[src/rtl/mpts_pkg.sv]
// Shared types and constants of the memory pattern test sequencer.
package mpts_pkg;

    // Field widths
    localparam int BUS_ADDR_W = 16;
    localparam int FIRST_W    = 16;
    localparam int END_W      = 17;
    localparam int DATA_W     = 8;
    localparam int CFG_DATA_W = 17;
    localparam int CFG_IDX_W  = 1;

    // Default address space width
    localparam int ADDRESS_WIDTH_DEF = 16;

    // Register reset values
    localparam logic [FIRST_W-1:0] FIRST_ADDRESS_RST = 16'h4000;
    localparam logic [END_W-1:0]   END_ADDRESS_RST   = 17'h0C000;

    // Running pattern
    localparam logic [DATA_W-1:0] PATTERN_INIT = 8'h01;
    localparam logic [DATA_W-1:0] PATTERN_STEP = 8'h02;

    // Configuration register indexes
    localparam logic [CFG_IDX_W-1:0] CFG_FIRST_ADDRESS = 1'b0;
    localparam logic [CFG_IDX_W-1:0] CFG_END_ADDRESS   = 1'b1;

    // Bus access kinds
    typedef enum logic [1:0] {
        ACC_NONE  = 2'd0,
        ACC_READ  = 2'd1,
        ACC_WRITE = 2'd2
    } acc_kind_t;

    // One result item
    typedef struct packed {
        acc_kind_t               access_kind;
        logic [BUS_ADDR_W-1:0]   bus_address;
        logic [DATA_W-1:0]       write_data;
        logic                    busy_res;
        logic                    done_res;
        logic                    failed;
        logic [BUS_ADDR_W-1:0]   fail_address;
    } mpts_result_t;

endpackage

[src/rtl/memory_pattern_test_sequencer_top.sv]
// Top level of the memory pattern test sequencer.
//
// Drives a three-pass byte test (write pattern; read, check, write complement;
// read, check complement) over first_address up to end_address.
// Input channel (in_valid/in_ready): start_req=1 while idle or done starts a
// test; any other item reports completion of the last access, with read_data.
// Output channel (out_valid/out_ready): one item per input item with the next
// bus access (access_kind, bus_address, write_data) and the test status.
// Accepted items are formed combinationally by a single state update and
// registered in the output register, or in the skid register while a result
// waits. Throughput: one item per cycle while in_ready is high.
// Stall: a two-entry output buffer takes one more item while a result waits;
// in_ready drops only when both entries are full.
// Configuration: cfg_we writes first_address (index 0) or end_address
// (index 1) at the clock edge; write only while no test item is in flight.
// Reset: registers return to 0x4000 and 0xC000, the sequencer goes idle with
// pattern 1 and the fail flag clear, and the output buffer empties.
module memory_pattern_test_sequencer_top #(
    parameter int ADDRESS_WIDTH = mpts_pkg::ADDRESS_WIDTH_DEF
) (
    input  logic                               clk,
    input  logic                               rst_n,
    input  logic                               in_valid,
    output logic                               in_ready,
    input  logic                               start_req,
    input  logic [mpts_pkg::DATA_W-1:0]        read_data,
    output logic                               out_valid,
    input  logic                               out_ready,
    output logic [1:0]                         access_kind,
    output logic [mpts_pkg::BUS_ADDR_W-1:0]    bus_address,
    output logic [mpts_pkg::DATA_W-1:0]        write_data,
    output logic                               busy_res,
    output logic                               done_res,
    output logic                               failed,
    output logic [mpts_pkg::BUS_ADDR_W-1:0]    fail_address,
    input  logic                               cfg_we,
    input  logic [mpts_pkg::CFG_IDX_W-1:0]     cfg_index,
    input  logic [mpts_pkg::CFG_DATA_W-1:0]    cfg_data
);
    import mpts_pkg::*;

    logic [FIRST_W-1:0] first_address_reg;
    logic [END_W-1:0]   end_address_reg;
    logic               accept;
    mpts_result_t       core_result;
    mpts_result_t       buf_result;

    // Configuration registers
    always_ff @(posedge clk or negedge rst_n)
    begin
        if (!rst_n)
        begin
            first_address_reg <= FIRST_ADDRESS_RST;
            end_address_reg   <= END_ADDRESS_RST;
        end
        else if (cfg_we)
        begin
            unique case (cfg_index)
                CFG_FIRST_ADDRESS: first_address_reg <= cfg_data[FIRST_W-1:0];
                CFG_END_ADDRESS:   end_address_reg   <= cfg_data[END_W-1:0];
                default:           ;
            endcase
        end
    end

    assign accept = in_valid && in_ready;

    mpts_core #(
        .ADDRESS_WIDTH (ADDRESS_WIDTH)
    ) u_core (
        .clk           (clk),
        .rst_n         (rst_n),
        .accept        (accept),
        .start_req     (start_req),
        .read_data     (read_data),
        .first_address (first_address_reg),
        .end_address   (end_address_reg),
        .result        (core_result)
    );

    mpts_out_buf u_out_buf (
        .clk        (clk),
        .rst_n      (rst_n),
        .in_valid   (in_valid),
        .in_ready   (in_ready),
        .in_result  (core_result),
        .out_valid  (out_valid),
        .out_ready  (out_ready),
        .out_result (buf_result)
    );

    // Unpack the result item onto the ports
    assign access_kind  = buf_result.access_kind;
    assign bus_address  = buf_result.bus_address;
    assign write_data   = buf_result.write_data;
    assign busy_res     = buf_result.busy_res;
    assign done_res     = buf_result.done_res;
    assign failed       = buf_result.failed;
    assign fail_address = buf_result.fail_address;

endmodule

[src/rtl/mpts_core.sv]
// Test sequencer state machine: pass control, address walk, pattern and check.
module mpts_core #(
    parameter int ADDRESS_WIDTH = mpts_pkg::ADDRESS_WIDTH_DEF
) (
    input  logic                            clk,
    input  logic                            rst_n,
    input  logic                            accept,
    input  logic                            start_req,
    input  logic [mpts_pkg::DATA_W-1:0]     read_data,
    input  logic [mpts_pkg::FIRST_W-1:0]    first_address,
    input  logic [mpts_pkg::END_W-1:0]      end_address,
    output mpts_pkg::mpts_result_t          result
);
    import mpts_pkg::*;

    // Address counter must hold the saturated end address
    localparam int CW = (ADDRESS_WIDTH + 1 > END_W) ? ADDRESS_WIDTH + 1 : END_W;
    localparam logic [CW-1:0] ADDR_LIMIT = CW'(1) << ADDRESS_WIDTH;

    typedef enum logic [2:0] {
        PH_IDLE = 3'd0,
        PH_W1   = 3'd1,
        PH_R2   = 3'd2,
        PH_W2   = 3'd3,
        PH_R3   = 3'd4,
        PH_DONE = 3'd5
    } phase_t;

    phase_t                 phase_reg, phase_next;
    logic [CW-1:0]          cur_reg, cur_next;
    logic [DATA_W-1:0]      pat_reg, pat_next;
    logic                   fail_reg, fail_next;
    logic [BUS_ADDR_W-1:0]  ffa_reg, ffa_next;

    logic [CW-1:0]          first_ext;
    logic [CW-1:0]          end_ext;
    logic [CW-1:0]          eff_first;
    logic [CW-1:0]          eff_end;
    logic [CW-1:0]          adv_addr;
    logic                   adv_in_range;
    logic                   first_in_range;
    logic                   mismatch;

    // Clip the range to the address space
    assign first_ext      = CW'(first_address);
    assign end_ext        = CW'(end_address);
    assign eff_first      = first_ext & (ADDR_LIMIT - CW'(1));
    assign eff_end        = (end_ext > ADDR_LIMIT) ? ADDR_LIMIT : end_ext;
    assign adv_addr       = cur_reg + CW'(1);
    assign adv_in_range   = adv_addr < eff_end;
    assign first_in_range = eff_first < eff_end;

    // Compare read data against the expected byte of this pass
    always_comb
    begin
        mismatch = 1'b0;
        if (phase_reg == PH_R2)
        begin
            mismatch = read_data != pat_reg;
        end
        else if (phase_reg == PH_R3)
        begin
            mismatch = read_data != ~pat_reg;
        end
    end

    // Next state for one item
    always_comb
    begin
        phase_next = phase_reg;
        cur_next   = cur_reg;
        pat_next   = pat_reg;
        fail_next  = fail_reg;
        ffa_next   = ffa_reg;

        // Record the first mismatch only
        if (mismatch && !fail_reg)
        begin
            fail_next = 1'b1;
            ffa_next  = cur_reg[BUS_ADDR_W-1:0];
        end

        unique case (phase_reg) inside
            PH_IDLE, PH_DONE:
            begin
                if (start_req)
                begin
                    fail_next  = 1'b0;
                    ffa_next   = '0;
                    pat_next   = PATTERN_INIT;
                    cur_next   = eff_first;
                    phase_next = first_in_range ? PH_W1 : PH_DONE;
                end
            end
            PH_W1:
            begin
                pat_next = pat_reg + PATTERN_STEP;
                cur_next = adv_addr;
                if (!adv_in_range)
                begin
                    cur_next   = eff_first;
                    phase_next = first_in_range ? PH_R2 : PH_DONE;
                end
            end
            PH_R2:
            begin
                phase_next = PH_W2;
            end
            PH_W2:
            begin
                pat_next = pat_reg + PATTERN_STEP;
                cur_next = adv_addr;
                if (adv_in_range)
                begin
                    phase_next = PH_R2;
                end
                else
                begin
                    cur_next   = eff_first;
                    phase_next = first_in_range ? PH_R3 : PH_DONE;
                end
            end
            PH_R3:
            begin
                pat_next = pat_reg + PATTERN_STEP;
                cur_next = adv_addr;
                if (!adv_in_range)
                begin
                    phase_next = PH_DONE;
                end
            end
            default:
            begin
                phase_next = PH_IDLE;
            end
        endcase
    end

    // Build the result item from the new state
    always_comb
    begin
        result = '0;
        unique case (phase_next) inside
            PH_W1:
            begin
                result.access_kind = ACC_WRITE;
                result.write_data  = pat_next;
            end
            PH_W2:
            begin
                result.access_kind = ACC_WRITE;
                result.write_data  = ~pat_next;
            end
            PH_R2, PH_R3:
            begin
                result.access_kind = ACC_READ;
            end
            default:
            begin
                result.access_kind = ACC_NONE;
            end
        endcase
        if (result.access_kind != ACC_NONE)
        begin
            result.bus_address = cur_next[BUS_ADDR_W-1:0];
        end
        result.busy_res     = (phase_next == PH_W1) || (phase_next == PH_R2) ||
                              (phase_next == PH_W2) || (phase_next == PH_R3);
        result.done_res     = phase_next == PH_DONE;
        result.failed       = fail_next;
        result.fail_address = ffa_next;
    end

    // Hold state; advance on each accepted item
    always_ff @(posedge clk or negedge rst_n)
    begin
        if (!rst_n)
        begin
            phase_reg <= PH_IDLE;
            cur_reg   <= '0;
            pat_reg   <= PATTERN_INIT;
            fail_reg  <= 1'b0;
            ffa_reg   <= '0;
        end
        else if (accept)
        begin
            phase_reg <= phase_next;
            cur_reg   <= cur_next;
            pat_reg   <= pat_next;
            fail_reg  <= fail_next;
            ffa_reg   <= ffa_next;
        end
    end

endmodule

[src/rtl/mpts_out_buf.sv]
// Two-entry result buffer: output register plus skid register.
module mpts_out_buf (
    input  logic                    clk,
    input  logic                    rst_n,
    input  logic                    in_valid,
    output logic                    in_ready,
    input  mpts_pkg::mpts_result_t  in_result,
    output logic                    out_valid,
    input  logic                    out_ready,
    output mpts_pkg::mpts_result_t  out_result
);
    import mpts_pkg::*;

    logic         main_valid_reg, main_valid_next;
    logic         skid_valid_reg, skid_valid_next;
    mpts_result_t main_data_reg;
    mpts_result_t skid_data_reg;
    logic         push;
    logic         pop;

    assign in_ready   = !skid_valid_reg;
    assign out_valid  = main_valid_reg;
    assign out_result = main_data_reg;
    assign push       = in_valid && in_ready;
    assign pop        = main_valid_reg && out_ready;

    // Occupancy of both entries
    always_comb
    begin
        if (skid_valid_reg)
        begin
            main_valid_next = 1'b1;
            skid_valid_next = !pop;
        end
        else
        begin
            main_valid_next = push || (main_valid_reg && !pop);
            skid_valid_next = push && main_valid_reg && !pop;
        end
    end

    // Hold valid flags
    always_ff @(posedge clk or negedge rst_n)
    begin
        if (!rst_n)
        begin
            main_valid_reg <= 1'b0;
            skid_valid_reg <= 1'b0;
        end
        else
        begin
            main_valid_reg <= main_valid_next;
            skid_valid_reg <= skid_valid_next;
        end
    end

    // Move item data; skid drains into the output register first
    always_ff @(posedge clk)
    begin
        if (pop && skid_valid_reg)
        begin
            main_data_reg <= skid_data_reg;
        end
        else if (push && (!main_valid_reg || pop))
        begin
            main_data_reg <= in_result;
        end
        if (push && main_valid_reg && !pop)
        begin
            skid_data_reg <= in_result;
        end
    end

endmodule

[config.mk]
export PLATFORM = sky130hd
export DESIGN_NAME = memory_pattern_test_sequencer_top
export DESIGN_NICKNAME = d
export VERILOG_FILES = /design/src/rtl/mpts_pkg.sv /design/src/rtl/memory_pattern_test_sequencer_top.sv /design/src/rtl/mpts_core.sv /design/src/rtl/mpts_out_buf.sv
export SDC_FILE = /design/constraint.sdc
export NUM_CORES = 1
export LEC_CHECK = 0
export ABC_AREA = 1
export ABC_CLOCK_PERIOD_IN_PS = 8900
export BUFFER_PORTS_ARGS = -buffer_cell sky130_fd_sc_hd__buf_4
export CAP_MARGIN = 5
export CORE_ASPECT_RATIO = 0.6
export CORE_UTILIZATION = 35
export CTS_CLUSTER_DIAMETER = 40
export CTS_CLUSTER_SIZE = 12
export DETAILED_ROUTE_END_ITERATION = 10
export PLACE_DENSITY = 0.59
export SLEW_MARGIN = 20
export SYNTH_ARGS = -nofsm -noshare
export SYNTH_HDL_FRONTEND = slang
export SYNTH_SLANG_ARGS = --single-unit
[constraint.sdc]
create_clock -name clk -period 8.9 [get_ports clk]
set_input_delay 1.335 -clock clk [delete_from_list [all_inputs] [get_ports clk]]
set_output_delay 1.335 -clock clk [all_outputs]
set_load 0.005 [all_outputs]
# Yosys cells after proc, flatten, opt, wreduce, memory -nomap -nowiden
# Cells that the tools add are included.
[word_totals]
regBits = 170
in_bits = 32
output_inout_bits = 47
wordCells = 103
[classes]
n_addsub = 2
order_cmp = 3
n_eq_ne = 13
mux = 29
bitwise_logic = 3
n_reduce_logical = 29
[ops]
columns = ["op", "count"]
rows = [
  ["$mux 45", 2],
  ["$mux 16", 4],
  ["$mux 17", 3],
  ["$pmux 17 s3", 1],
  ["$pmux 8 s2", 2],
  ["$mux 3", 6],
  ["$add 17x1->17 const B", 1],
  ["$gt 17x17->1 const B", 1],
  ["$lt 16x17->1", 1],
  ["$lt 17x17->1", 1],
  ["$ne 8x8->1", 2],
  ["$not 8->8", 2],
  ["$pmux 3 s5", 1],
  ["$eq 3x2->1 const B", 4],
  ["$eq 3x3->1 const B", 4],
  ["$add 8x2->8 const B", 1],
  ["$logic_and 1x1->1", 8],
  ["$mux 1", 8],
  ["$mux 8", 1],
  ["$reduce_or 2->1", 4],
  ["$eq 3x1->1 const B", 2],
  ["$logic_or 1x1->1", 5],
  ["$logic_not 1->1", 4],
  ["$pmux 2 s2", 1],
  ["other kinds (8)", 10],
]

# Depth between registers and ports, before layout
[depth]
word_depth = 13
depth_mapped = 29

# Cells and area by module
# Synthesis repeated with hierarchy kept, for this count alone.
[hier_totals]
cells_unflattened = 1117
area_unflattened_um2 = 9539.1
[modules_own_cells]
columns = ["mod", "instances", "cells_each", "area_per_inst_um2", "seq_area_each_um2"]
rows = [
  ["mpts_core", 1, 709, 4549.4, 1127.3],
  ["mpts_out_buf", 1, 262, 3623.5, 2752.6],
  ["memory_pattern_test_sequencer_top", 1, 146, 1366.3, 829.5],
]

# Least setup slack after synthesis
# Ideal clock, no wire load.
[synth_path]
kind = "input -> register"
from = "input port in_valid"
to = "register u_out_buf.main_data_reg, in the netlist u_out_buf.out_result[0], enable pin"
t_arrival_ps = 5157
required_time_ps = 8390
setup_slack_ps = 3233
stages = 6
path_buffers = 2
cell_sequence = "inv_1 -> nor2_1 -> inv_1 -> clkbuf_1 -> clkbuf_1 -> o21ai_0"
[synth_via]
elab_chain_len = 3
[synth_rtl]
columns = ["element", "line_no", "rtl"]
rows = [
  ["start: declaration", "memory_pattern_test_sequencer_top.sv:23", "input logic in_valid,"],
  ["$logic_and 1x1->1", "mpts_out_buf.sv:24", "assign push = in_valid && in_ready;"],
  ["$logic_and 1x1->1", "mpts_out_buf.sv:64", "else if (push && (!main_valid_reg || pop))"],
  ["$reduce_bool 2->1 (no source line)", "n/a", ""],
  ["end signal: assignment", "mpts_out_buf.sv:62", "main_data_reg <= skid_data_reg;"],
  ["end signal: assignment", "mpts_out_buf.sv:66", "main_data_reg <= in_result;"],
  ["end: declaration", "mpts_out_buf.sv:16", "mpts_result_t main_data_reg;"],
]
# Every way passes these cells.
# A chain may end at the register's enable or synchronous reset.

==> results.txt <==
Status: complete, no violations
Gr ovfl total: 0
Vias per cell: 4.84
CP Launch Point: u_core.cur_reg[0]$_DFFE_PN0P_
Worst Hold Path Cells: 2
Most used DFF post-synth: edfxtp_1
Average routed wire per standard cell: 15.3 µm
Critical R2R Launch: u_core.cur_reg[0]$_DFFE_PN0P_
Starting density of the core: 36.2%
Clock share of power: 20.5%
Internal power: 2.11 mW
Drt pass-1 iters: 5
CORE AREA: 25700 µm²
Initial antenna violation count: 0
Worst Clk Skew: 0.0119 ns
Final setup violation count: 0
CTS H-Tree Depth: 4
Mapped Nets: 1157
Most used cell, CP: nand2_1
Final Hold Slack: 0.487 ns
Sw frac: 41.8%
Slowest CP cell: dfrtp_1
EDFF count, synth: 90
Most common cell in the netlist: nand2_1
Stages on the worst setup path: 24
Final Cycle Share: 48.5%
Area added between synthesis and finish: 16.1%
CP required: 9.08 ns
DRT iter0 DRCs: 633
First-pass GRT wire length: 38000 µm
Min Tclk post-route: 4.32 ns
Slew @ Worst Pin: 1.05 ns
Hold crit path type: reg2reg
PostCTS Resize Cnt: 0
Max Clk Rate: 0.232 GHz
Layout cell share with drive strength beyond 1: 15.0%
CTS root buf: clkbuf_16
Routed wire length: 23200 µm
Final setup margin: 4.58 ns
Crit-path cells: ha_1, nand2_1, inv_1, nand4_1, nor2_1, nand2_1, inv_1, nand3_1, xor2_1, ha_1, nand2_1, nor2_1, nor2b_2, nand2_1, nor2_2, nand2_2, nand2_4, nand3_1, nand2_2, inv_2, nand2_4, nand2_2, inv_1, nor2_1
Cts hold-fix bufs: 0
Worst Path Buf+Inv: 4
Hold Path Origin: u_core.ffa_reg[10]$_DFFE_PN0P_
DRC: 0
GRT Total Usage: 18.2%
Top cell type's share of synthesized area: 29.1%
Net count reported at finish: 1220
Clock slew at reported path FFs: 0.07 ns
DP HPWL: 16900 µm
CP peak stage delay: 0.41 ns
Clk_lat worst skew: 0.44 ns
Clock Path Buffers: 2
Synth cell count leaders: nand2_1, inv_1, o21ai_0
Worst VDD drop: 0.205 mV
Num CTS Buffers: 17
Sink Count: 170
PwrDens: 336 nW/µm²
Dpl ws: 4.66 ns
Synth top area cells: edfxtp_1, dfrtp_1, nand2_1
Crit. End Element: register
Worst rel slew slack: 30.1%
Die Y-Extent: 128 µm
Largest net degree at the start of global routing: 74
Final Hold Fails: 0
Average size of a mapped cell: 8.50 µm²
Flop pwr share: 35.7%
Max Cap Viol: 0
P_sw: 1.52 mW
I/O Buffers: 78
Comb power frac: 43.7%
Ant. Diodes: 0
I/O Pins: 79
CTS tree: yes
#FFs+latches synth: 170
Setup Crit Path Kind: reg2reg
Leakage Power: 5.00 nW
Reg2Reg Depth: 24
Cells after Synth: 1092
Vias: 7362
Sequential area share after synthesis: 50.7%
Post-CTS Setup Inserts: 0
Share of async-settable or async-resettable flops after synthesis: 47.1%
Critical Path Start Type: register
Placer Congestion: 0.926
Total power: 3.62 mW
Setup TNS: 0 ns
Most area-hungry cell type in the Yosys netlist: edfxtp_1
RSZ-0062 raised after global routing: no
Yosys cell types: 46
CP top delay family: simple AND/OR/NAND/NOR gates
Crit-path max FO: 29
Final Max Slew Viols: 0
Row count: 45
CP arrival: 4.50 ns
Number of global-route vias before repair: 7091
YS warnings: 0
DRT antenna net count: 0
Die width: 212 µm
Mapped cell area: 9280 µm²
Die area: 27200 µm²
layer usage:
metal  vias up  track usage, %  wire length (µm)
li1       3700               -                 -
met1      3445            26.7             11600
met2       205            27.5              9990
met3        12            3.55              1420
met4         0            4.27               206
met5         -               0                 0
placed cells by master (no fill, tap or decap), types with 4 or more instances in the layout:
| master | count |
|---|---|
| nand2_1 | 305 |
| or2_2 | 7 |
| nand3_2 | 15 |
| o21ai_0 | 110 |
| a21boi_1 | 8 |
| dfrtp_1 | 76 |
| a21oi_1 | 24 |
| o22ai_1 | 10 |
| clkbuf_16 | 17 |
| nor3_1 | 4 |
| xor2_1 | 15 |
| dfstp_2 | 4 |
| inv_2 | 5 |
| nor2_1 | 57 |
| buf_4 | 84 |
| inv_1 | 152 |
| edfxtp_1 | 90 |
| o211ai_1 | 25 |
| nand4_1 | 7 |
| nand3_1 | 45 |
| nor2_2 | 8 |
| and2_1 | 11 |
| ha_1 | 33 |
| nand2_2 | 8 |
through the flow:
step                      cells  cell area (µm²)  util [%]
after floorplan            1092             9280         -
after global placement     1488            10200      39.7
after detailed placement   1488            10200      39.7
after CTS                  1520            10800      42.0
after global routing       1520            10800      42.0
final                      1520            10800      42.0
cell type report:
type / instances / area (µm²)
Sequential cell: 170 / 4710
Timing Repair Buffer: 85 / 642
Clock inverter: 13 / 143
Tap cell: 352 / 440
Fill cell: 2568 / 14900
Inverter: 159 / 599
Clock buffer: 19 / 433
Multi-Input combinational cell: 722 / 3810
path summary, 6_finish.rpt:
kind	to	slack, ns
worst max-delay path	u_out_buf.skid_data_reg[30]$_DFFE_PP_	4.58
worst min register to register	u_core.ffa_reg[10]$_DFFE_PN0P_	0.49
min in group asynchronous	first_address_reg[12]$_DFFE_PN0P_	0.71
worst max register to register	u_out_buf.skid_data_reg[30]$_DFFE_PP_	4.58
worst min-delay path	u_core.ffa_reg[10]$_DFFE_PN0P_	0.49
max in group asynchronous	u_core.ffa_reg[9]$_DFFE_PN0P_	7.25
power by group through the flow:
stage          clock, mW  sequential [mW]  combinational (mW)
2_1_floorplan          0             1.27                1.14
3_3_place_gp           0             1.31                1.55
3_5_place_dp           0             1.31                1.57
4_1_cts            0.758             1.30                1.58
5_1_grt            0.792             1.32                1.80
6_report           0.744             1.29                1.58
logic make-up after synthesis:
group           count (synthesis)  share of synthesized area (%)
simple gates                  479                           22.7
xor+xnor                       15                           1.42
fa+ha+maj                      33                           4.45
buf+inv                       200                           8.51
flops                         170                           50.7
compound gates                195                           12.2
worst reg2reg max path, cell delays in order, from the launching register on:
cell	delay (ns)
dfrtp_1	0.41
ha_1	0.19
nand2_1	0.07
inv_1	0.10
nand4_1	0.12
nor2_1	0.29
nand2_1	0.13
inv_1	0.09
nand3_1	0.08
xor2_1	0.17
ha_1	0.31
nand2_1	0.08
nor2_1	0.13
nor2b_2	0.20
nand2_1	0.08
nor2_2	0.09
nand2_2	0.10
nand2_4	0.25
nand3_1	0.14
nand2_2	0.18
inv_2	0.08
nand2_4	0.07
nand2_2	0.34
inv_1	0.31
nor2_1	0.06
(Power assumes the default switching activity.)
